[src/rtl/sine_cosine_taylor_assert.svh]
// ----------------------------------------------------------------------------
// sine_cosine_taylor_assert.svh
// Assertion macros for the sine/cosine evaluator. Each macro expects clk and
// rst in scope and checks on the rising edge outside of reset.
// ----------------------------------------------------------------------------
`ifndef SINE_COSINE_TAYLOR_ASSERT_SVH
`define SINE_COSINE_TAYLOR_ASSERT_SVH

// Condition that holds at every edge
`define SCT_ASSERT_NOW(label, cond) \
  label: assert property (@(posedge clk) disable iff (rst) (cond)) \
    else $error("sine_cosine_taylor: invariant violated");

// Consequence in the same cycle
`define SCT_ASSERT_IMPL(label, ante, cons) \
  label: assert property (@(posedge clk) disable iff (rst) (ante) |-> (cons)) \
    else $error("sine_cosine_taylor: implication violated");

// Consequence in the next cycle
`define SCT_ASSERT_NEXT(label, ante, cons) \
  label: assert property (@(posedge clk) disable iff (rst) (ante) |=> (cons)) \
    else $error("sine_cosine_taylor: next-cycle check violated");

`endif

[src/rtl/sct_pkg.sv]
// ----------------------------------------------------------------------------
// sct_pkg
// Shared types and fixed-point constants of the sine/cosine evaluator.
// ----------------------------------------------------------------------------
package sct_pkg;

  // Magnitudes in the polynomial are unsigned Q3.60 in 63 bits
  localparam int MAG_W     = 63;
  localparam int NUM_STEPS = 7;

  typedef logic [MAG_W-1:0] mag_t;

  // Item travelling down the polynomial pipeline
  typedef struct packed {
    logic vld;
    logic cos;    // 1: cosine, 0: sine
    logic neg;    // sign picked up by the symmetry folds
    mag_t x;      // reduced angle, Q3.60
    mag_t x2;     // x squared, Q3.60
    mag_t p;      // Horner accumulator magnitude
    logic p_neg;  // Horner accumulator sign
  } tok_t;

  // Finished result leaving the pipeline
  typedef struct packed {
    logic               vld;
    logic signed [31:0] value;
  } res_t;

  // Angle constants in units of 2^-57
  localparam logic [63:0] TAU_Q57     = 64'h0C90_FDAA_2216_8C23;
  localparam logic [63:0] PI_Q57      = 64'h0648_7ED5_110B_4611;
  localparam logic [63:0] HALF_PI_Q57 = 64'h0324_3F6A_8885_A308;

  localparam logic [63:0] ONE_Q60 = 64'd1 << 60;

  localparam logic [63:0] FACT [16] = '{
    64'd1, 64'd1, 64'd2, 64'd6,
    64'd24, 64'd120, 64'd720, 64'd5040,
    64'd40320, 64'd362880, 64'd3628800, 64'd39916800,
    64'd479001600, 64'd6227020800, 64'd87178291200, 64'd1307674368000
  };

  // 1/n! in Q3.60, rounded to nearest
  localparam logic [63:0] INV_FACT [16] = '{
    (ONE_Q60 + FACT[0]  / 2) / FACT[0],
    (ONE_Q60 + FACT[1]  / 2) / FACT[1],
    (ONE_Q60 + FACT[2]  / 2) / FACT[2],
    (ONE_Q60 + FACT[3]  / 2) / FACT[3],
    (ONE_Q60 + FACT[4]  / 2) / FACT[4],
    (ONE_Q60 + FACT[5]  / 2) / FACT[5],
    (ONE_Q60 + FACT[6]  / 2) / FACT[6],
    (ONE_Q60 + FACT[7]  / 2) / FACT[7],
    (ONE_Q60 + FACT[8]  / 2) / FACT[8],
    (ONE_Q60 + FACT[9]  / 2) / FACT[9],
    (ONE_Q60 + FACT[10] / 2) / FACT[10],
    (ONE_Q60 + FACT[11] / 2) / FACT[11],
    (ONE_Q60 + FACT[12] / 2) / FACT[12],
    (ONE_Q60 + FACT[13] / 2) / FACT[13],
    (ONE_Q60 + FACT[14] / 2) / FACT[14],
    (ONE_Q60 + FACT[15] / 2) / FACT[15]
  };

endpackage

[src/rtl/sct_reduce.sv]
// ----------------------------------------------------------------------------
// sct_reduce
// Range reduction: magnitude, modulo two pi by four compare-subtract stages,
// then the folds about pi and pi/2, seven register stages in all.
// ----------------------------------------------------------------------------
module sct_reduce (
  input  logic               clk,
  input  logic               rst,
  input  logic               en,
  input  logic               in_vld,
  input  logic               mode,
  input  logic signed [31:0] angle,
  output sct_pkg::tok_t      tok_out
);

  typedef struct packed {
    logic        vld;
    logic        cos;
    logic        neg;
    logic [63:0] r;
  } red_t;

  red_t        st [6];
  logic [31:0] mag;
  logic [64:0] d_pi;
  logic [63:0] r_pi_next;
  logic [64:0] d_half;
  logic [63:0] r_half_next;

  // Take the magnitude; sine keeps the sign of the angle
  assign mag = angle[31] ? (32'd0 - $unsigned(angle)) : $unsigned(angle);

  always_ff @(posedge clk) begin
    if (rst) begin
      st[0].vld <= 1'b0;
    end else if (en) begin
      st[0].vld <= in_vld;
      st[0].cos <= mode;
      st[0].neg <= ~mode & angle[31];
      st[0].r   <= {mag, 32'd0};
    end
  end

  // Subtract 8, 4, 2 and 1 times two pi where it fits
  for (genvar g = 0; g < 4; g++) begin : g_mod
    localparam logic [63:0] STEP_M = sct_pkg::TAU_Q57 << (3 - g);
    logic [64:0] diff;

    assign diff = {1'b0, st[g].r} - {1'b0, STEP_M};

    always_ff @(posedge clk) begin
      if (rst) begin
        st[g+1].vld <= 1'b0;
      end else if (en) begin
        st[g+1].vld <= st[g].vld;
        st[g+1].cos <= st[g].cos;
        st[g+1].neg <= st[g].neg;
        st[g+1].r   <= diff[64] ? st[g].r : diff[63:0];
      end
    end
  end

  // Fold (pi, 2pi] back onto [0, pi); sine flips
  assign d_pi      = {1'b0, sct_pkg::PI_Q57} - {1'b0, st[4].r};
  assign r_pi_next = d_pi[64] ? (sct_pkg::TAU_Q57 - st[4].r) : st[4].r;

  always_ff @(posedge clk) begin
    if (rst) begin
      st[5].vld <= 1'b0;
    end else if (en) begin
      st[5].vld <= st[4].vld;
      st[5].cos <= st[4].cos;
      st[5].neg <= st[4].neg ^ (d_pi[64] & ~st[4].cos);
      st[5].r   <= r_pi_next;
    end
  end

  // Fold (pi/2, pi] back onto [0, pi/2); cosine flips
  assign d_half      = {1'b0, sct_pkg::HALF_PI_Q57} - {1'b0, st[5].r};
  assign r_half_next = d_half[64] ? (sct_pkg::PI_Q57 - st[5].r) : st[5].r;

  always_ff @(posedge clk) begin
    if (rst) begin
      tok_out.vld <= 1'b0;
    end else if (en) begin
      tok_out.vld   <= st[5].vld;
      tok_out.cos   <= st[5].cos;
      tok_out.neg   <= st[5].neg ^ (d_half[64] & st[5].cos);
      tok_out.x     <= {r_half_next[59:0], 3'b000};
      tok_out.x2    <= '0;
      tok_out.p     <= '0;
      tok_out.p_neg <= 1'b0;
    end
  end

endmodule

[config.mk]
export PLATFORM = sky130hd
export DESIGN_NAME = sct_reduce
export DESIGN_NICKNAME = d
export VERILOG_FILES = /design/src/rtl/sine_cosine_taylor_assert.svh /design/src/rtl/sct_pkg.sv /design/src/rtl/sct_reduce.sv
export SDC_FILE = /design/constraint.sdc
export NUM_CORES = 1
export LEC_CHECK = 0
export BUFFER_PORTS_ARGS = -buffer_cell sky130_fd_sc_hd__buf_2
export CAP_MARGIN = 20
export CORE_ASPECT_RATIO = 1.2
export CORE_UTILIZATION = 57
export CTS_BUF_LIST = sky130_fd_sc_hd__clkbuf_4 sky130_fd_sc_hd__clkbuf_8
export DETAILED_ROUTE_END_ITERATION = 12
export GPL_TIMING_DRIVEN = 0
export PLACE_DENSITY_LB_ADDON = 0.1
export RECOVER_POWER = 50
export SYNTH_ARGS = -nofsm -noshare
export SYNTH_HDL_FRONTEND = slang
export SYNTH_SLANG_ARGS = --single-unit
[constraint.sdc]
create_clock -name clk -period 25.2 [get_ports clk]
set_clock_uncertainty 0.15 [all_clocks]
set_input_delay 1.26 -clock clk [delete_from_list [all_inputs] [get_ports clk]]
set_output_delay 1.26 -clock clk [all_outputs]
set_load 0.01 [all_outputs]
---- After elaboration in Yosys (flattened, before gate mapping) ----
Memories as Yosys holds them, arrays and structs flattened.
Cells that the tools add are included.
operators by class
  $add $sub $neg .......................... 9
  mux-type cells .......................... 18
  bitwise gates (word level) .............. 14
  reduce and logical (&&, ||, !) cells .... 1
operators with widths
  cell                                                                    number
  64-bit two-way mux                                                      5
  58-bit by 64-bit subtractor with 65-bit output (first input constant)   1
  59-bit by 64-bit subtractor with 65-bit output (first input constant)   1
  64-bit by 60-bit subtractor with 65-bit output (second input constant)  1
  64-bit by 61-bit subtractor with 65-bit output (second input constant)  1
  64-bit by 62-bit subtractor with 65-bit output (second input constant)  1
  64-bit by 63-bit subtractor with 65-bit output (second input constant)  1
  60-bit by 64-bit subtractor with 64-bit output (first input constant)   1
  60-bit two-way mux                                                      1
  59-bit by 60-bit subtractor with 60-bit output (first input constant)   1
  32-bit two-way mux                                                      1
  1-bit by 32-bit subtractor with 32-bit output (first input constant)    1
  1-bit two-way mux                                                       11
  1-bit OR                                                                6
  1-bit AND                                                               3
  1-bit NOT                                                               3
  2-bit AND reduction                                                     1
  1-bit XOR                                                               2
storage, ports and cells
  flip-flop bits (word level) ............. 63
  RAM bits ................................ 402
  input bits .............................. 37
  output and inout port bits .............. 193
  logic and storage cells ................. 47
  memories kept ........................... 1
memories
  name  words  width  rd ports  clocked after memory_dff  write ports  line              text
  st    6      67     6         0                         6            sct_reduce.sv:23  red_t st [6];

---- Logic depth before layout (Yosys ltp) ----
  depth after elaboration ................. 4
  gate-level depth with buffers ........... 11
  depth with buffers taken out ............ 10

---- Worst setup path after synthesis ----
Ideal clock, no wire load.
  path type ............................... input to register
  start ................................... input rst
  end ..................................... memory st[0][133] (netlist name) (data pin)
  library setup time ...................... 0.259 ns
  arrival time ............................ 18.898 ns
  data required time ...................... 24.791 ns
  setup slack ............................. 5.894 ns
  cell stages on the path ................. 2
  buffers on the path ..................... 0
  cells stage by stage .................... nor2b_1 -> and2_1
RTL lines
  item         line              text
  from (decl)  sct_reduce.sv:8   input logic rst,
  to (decl)    sct_reduce.sv:23

---- Worst setup path after layout ----
  start ................................... input en
  end ..................................... register tok_out[183] (netlist name), enable pin
on the way
  word-level cells in the longest chain between the ends .. 1
RTL lines
  item                           line              text
  from (decl)                    sct_reduce.sv:9   input logic en,
  2-bit AND reduction (no line)  --
  to (decl)                      sct_reduce.sv:13  output sct_pkg::tok_t tok_out
No other way between the ends.
A chain may end at the register's enable or synchronous reset.

==> summary by stage <==
Clocking
The sink count of the clock tree is 379. The library cell used as clock root buffer is sky130_fd_sc_hd__clkbuf_8. The number of setup buffers added after CTS is 0. The later-pin clock latency in the skew report is 0.62 ns. The H-tree was split into 2 levels. The count of hold buffers inserted by post-cts repair is 0. Clock tree synthesis inserted a total of 58 buffers.

TritonCTS built the clock tree. The worst-case clock buffer depth is 3. The clock transition at the registers of the reported paths is 0.06 ns. In this run, post-CTS repair resized a total of 0 instances.

Routing
The number of remaining DRC errors is 0. The initial detailed-routing violation count is 943. The count of antenna-violating nets left after detailed routing is 0. Summing over every cut layer, the via total after detailed routing is 16400. Dividing the detail-routed wire length by the instance count gives 17.6 µm. The detailed-route wire length is 51000 µm. For this run, the detailed router's first-pass iteration total came to 5.

The via count normalized by instance count is 5.64.

STA
Setup violations remaining at the end of the flow were counted as 0. After layout, the minimum clock period comes to 6.98 ns. Setup repair after global routing left no endpoint under its margin.

The final worst-path cycle share is 27.7%. The count of final max-slew check failures was 331. The slew of the pin with the lowest slew margin is 1.94 ns. In this run the tightest slew margin relative to its limit is -29.3%.

The maximum frequency from static timing analysis is 143 MHz. The number of hold violations in the final report is 0. The post-route setup TNS is 0 ns.

Synthesis
Synthesis instantiated 81 different standard cells from the library. The number of enable-type register cells in the synthesized netlist is 378. The share of synthesized area in the top cell type comes to 51.4%. The synthesized instance count is 2080. Sorting the synthesized cells by area gives the leading types as sky130_fd_sc_hd__edfxtp_1, sky130_fd_sc_hd__xnor2_1, sky130_fd_sc_hd__xor2_1, sky130_fd_sc_hd__buf_4, sky130_fd_sc_hd__nand2_1. In the synthesized netlist the dominant register cell turns out to be sky130_fd_sc_hd__edfxtp_1.

By count the netlist is led by sky130_fd_sc_hd__edfxtp_1, sky130_fd_sc_hd__xnor2_1, sky130_fd_sc_hd__nand2_1. Of the synthesized area, sequential elements account for 51.5%. After synthesis, the mean cell area works out to 10.6 µm².

The share of synthesized registers carrying an async set or reset is 0%. In this run, synthesis produced a sequential element count of 379. After synthesis the cells add up to 0.0221 mm². The Yosys step of the flow raised 0 warnings. sky130_fd_sc_hd__edfxtp_1 is the most common cell in the netlist.

The biggest area consumer among synthesized cells is sky130_fd_sc_hd__edfxtp_1.

Global route
The number of global-route vias before repair is 16000. The number of antenna violations at the first check in global routing is 0. The overall track demand over capacity in global routing is 25.7%.

The first global-routing pass estimated 79800 µm of wire. The total overflow left after global routing is 0. Entering global routing, the biggest net connects 41 pins.

Hold path
The type of the tightest min-delay check is register to register.

Critical path
The largest single stage delay on the critical path is 1.43 ns. The critical path goes through clkbuf_1, nor2b_1, clkbuf_1, clkbuf_1, clkbuf_1. The worst setup path is launched from an input pin.

The data required time of the critical path is 25.23 ns. The master of the slowest instance on the critical path is sky130_fd_sc_hd__clkbuf_1. The start-to-end type of the worst setup path is input pin to register. The kind of end point of the critical path is a register. The critical path arrival is 7.01 ns.

The most frequent cell on the critical path is sky130_fd_sc_hd__clkbuf_1. The largest driver fanout on the critical path is 39.

Floorplanning
The I/O pin total is 230. For this configuration, the core starts out at a cell density of 58.1%. Measured along the x axis, the die boundary spans 182 µm.

The die is 218 µm tall. The floorplan has 78 rows. The floorplan die area is 0.0395 mm². The core area is 0.0380 mm².

Finish
The total inserted antenna cells is 0. The area overhead of the layout relative to synthesis is 12.0%. The final net count is 2429.

The fraction of layout instances using a drive strength above 1 is 11.7%. For this run, the share of the core covered by cells in the final layout is 65.1%.

Placement
The congestion estimate from routability-driven global placement came to 0.923. The count of buffers added on input and output ports is 99. The HPWL reported at the end of detailed placement is 39600 µm.

Pwr
The power spent charging and discharging nets is 0.369 mW. The sequential share of power is 53.5%. The internal power of the cells totals 1.09 mW.

The worst-case vdd ir drop is 0.0508 mV. In this run, the clock network consumes 33.4% of the power. For this design the static power due to leakage is 9.02 nW. The power per standard cell area is 59.0 mW/mm².

In this run switching power makes up 25.3% of total power. The combinational share of power is 13.1%.

Run status
The flow ran to the end, but the final reports show violations. The final reports fail on capacitance limit, slew limit.

Run
The number of max-cap violations is 9.
-- cells by family after synthesis --
group | count (synthesis) | share of synthesized area (%)
AND/OR/NAND/NOR | 670 | 15.5
AO/OA/AOI/OAI | 448 | 13.5
flip-flops | 379 | 51.5
XOR/XNOR | 299 | 11.9
buffers and inverters | 266 | 6.73
adder cells (fa/ha/maj) | 11 | 0.624
multiplexers | 6 | 0.289
other | 1 | 0.0170
-- cell type report --
type	count	area [µm²]
Timing Repair Buffer	112	479
Fill cell	2999	13200
Clock buffer	77	947
Inverter	56	210
Multi-Input combinational cell	1564	9690
Buffer	210	1280
Tap cell	480	601
Clock inverter	23	151
Sequential cell	379	11400
-- registers in the layout (all words and copies together), names as in the netlist --
name     flops
tok_out     63
st         316
-- routing by layer --
layer	vias to the layer above	part of all wire, %	GRT usage [%]	routed length (µm)
li1	8058	-	-	-
met1	7558	35	24.8	17600
met2	557	55	50.2	28000
met3	190	3.7	2.94	1900
met4	0	6.9	18.4	3510
met5	-	0	0	0
-- worst max-delay path: cells and delay by family --
kind	cells	cell delay, ns
buffers and inverters	4	4.38
and+or+nand+nor	1	1.30
-- path summary, 6_finish.rpt --
path / from / to / slack (ns) / depth (start not counted)
hold reg to reg: st[1][131] / st[2][64] / 0.26 / 0
hold / removal: st[1][131] / st[2][64] / 0.26 / 0
setup / recovery: en / tok_out[183] / 18.22 / 5
setup reg to reg: st[2][122] / tok_out[186] / 20.00 / 10
-- placed cells by master, fill, tap and decap left out, types with 14 or more instances in the layout --
| cell | netlist | layout |
|---|---|---|
| sky130_fd_sc_hd__edfxtp_1 | 378 | 378 |
| sky130_fd_sc_hd__xnor2_1 | 181 | 181 |
| sky130_fd_sc_hd__nand2_1 | 165 | 165 |
| sky130_fd_sc_hd__clkbuf_1 | 71 | 151 |
| sky130_fd_sc_hd__nor2_1 | 144 | 144 |
| sky130_fd_sc_hd__buf_4 | 130 | 130 |
| sky130_fd_sc_hd__conb_1 | 1 | 130 |
| sky130_fd_sc_hd__xor2_1 | 118 | 118 |
| sky130_fd_sc_hd__a21oi_1 | 108 | 108 |
| sky130_fd_sc_hd__o21ai_0 | 99 | 99 |
| sky130_fd_sc_hd__nand3_1 | 67 | 67 |
| sky130_fd_sc_hd__nor3_1 | 62 | 62 |
| sky130_fd_sc_hd__clkbuf_8 | 0 | 59 |
| sky130_fd_sc_hd__inv_1 | 54 | 54 |
| sky130_fd_sc_hd__buf_2 | 0 | 34 |
| sky130_fd_sc_hd__nor4_1 | 32 | 32 |
| sky130_fd_sc_hd__o31ai_1 | 31 | 31 |
| sky130_fd_sc_hd__or3_1 | 30 | 31 |
| sky130_fd_sc_hd__nand2b_1 | 25 | 25 |
| sky130_fd_sc_hd__a31oi_1 | 24 | 24 |
| sky130_fd_sc_hd__a211oi_1 | 23 | 23 |
| sky130_fd_sc_hd__and3_1 | 20 | 20 |
| sky130_fd_sc_hd__o211ai_1 | 20 | 20 |
| sky130_fd_sc_hd__and2_1 | 24 | 19 |
| sky130_fd_sc_hd__nand4_1 | 18 | 18 |
| sky130_fd_sc_hd__clkbuf_4 | 0 | 18 |
| sky130_fd_sc_hd__or4_1 | 15 | 16 |
| sky130_fd_sc_hd__a21o_1 | 14 | 14 |
| sky130_fd_sc_hd__clkinv_1 | 1 | 14 |
-- power groups by stage --
stage | registers (mW) | clock network (mW) | logic, mW
2_1_floorplan | 0.801 | 0 | 0.144
3_3_place_gp | 0.810 | 0 | 0.186
3_5_place_dp | 0.790 | 0 | 0.194
4_1_cts | 0.777 | 0.498 | 0.195
5_1_grt | 0.783 | 0.526 | 0.212
6_report | 0.779 | 0.487 | 0.191
-- per-stage QoR --
stage	std cells	hold slack (ns)	instance area (µm²)	setup slack, ns	total power, mW
after floorplan	2209	0.250	22600	5.89	0.945
after global placement	2788	0.252	23700	1.12	0.995
after detailed placement	2801	0.255	23900	20.00	0.984
after CTS	2901	0.257	25000	20.02	1.47
after global routing	2901	0.269	24700	17.55	1.52
final	2901	0.263	24700	18.22	1.46
Note: power is estimated with default switching activity, not from simulation.
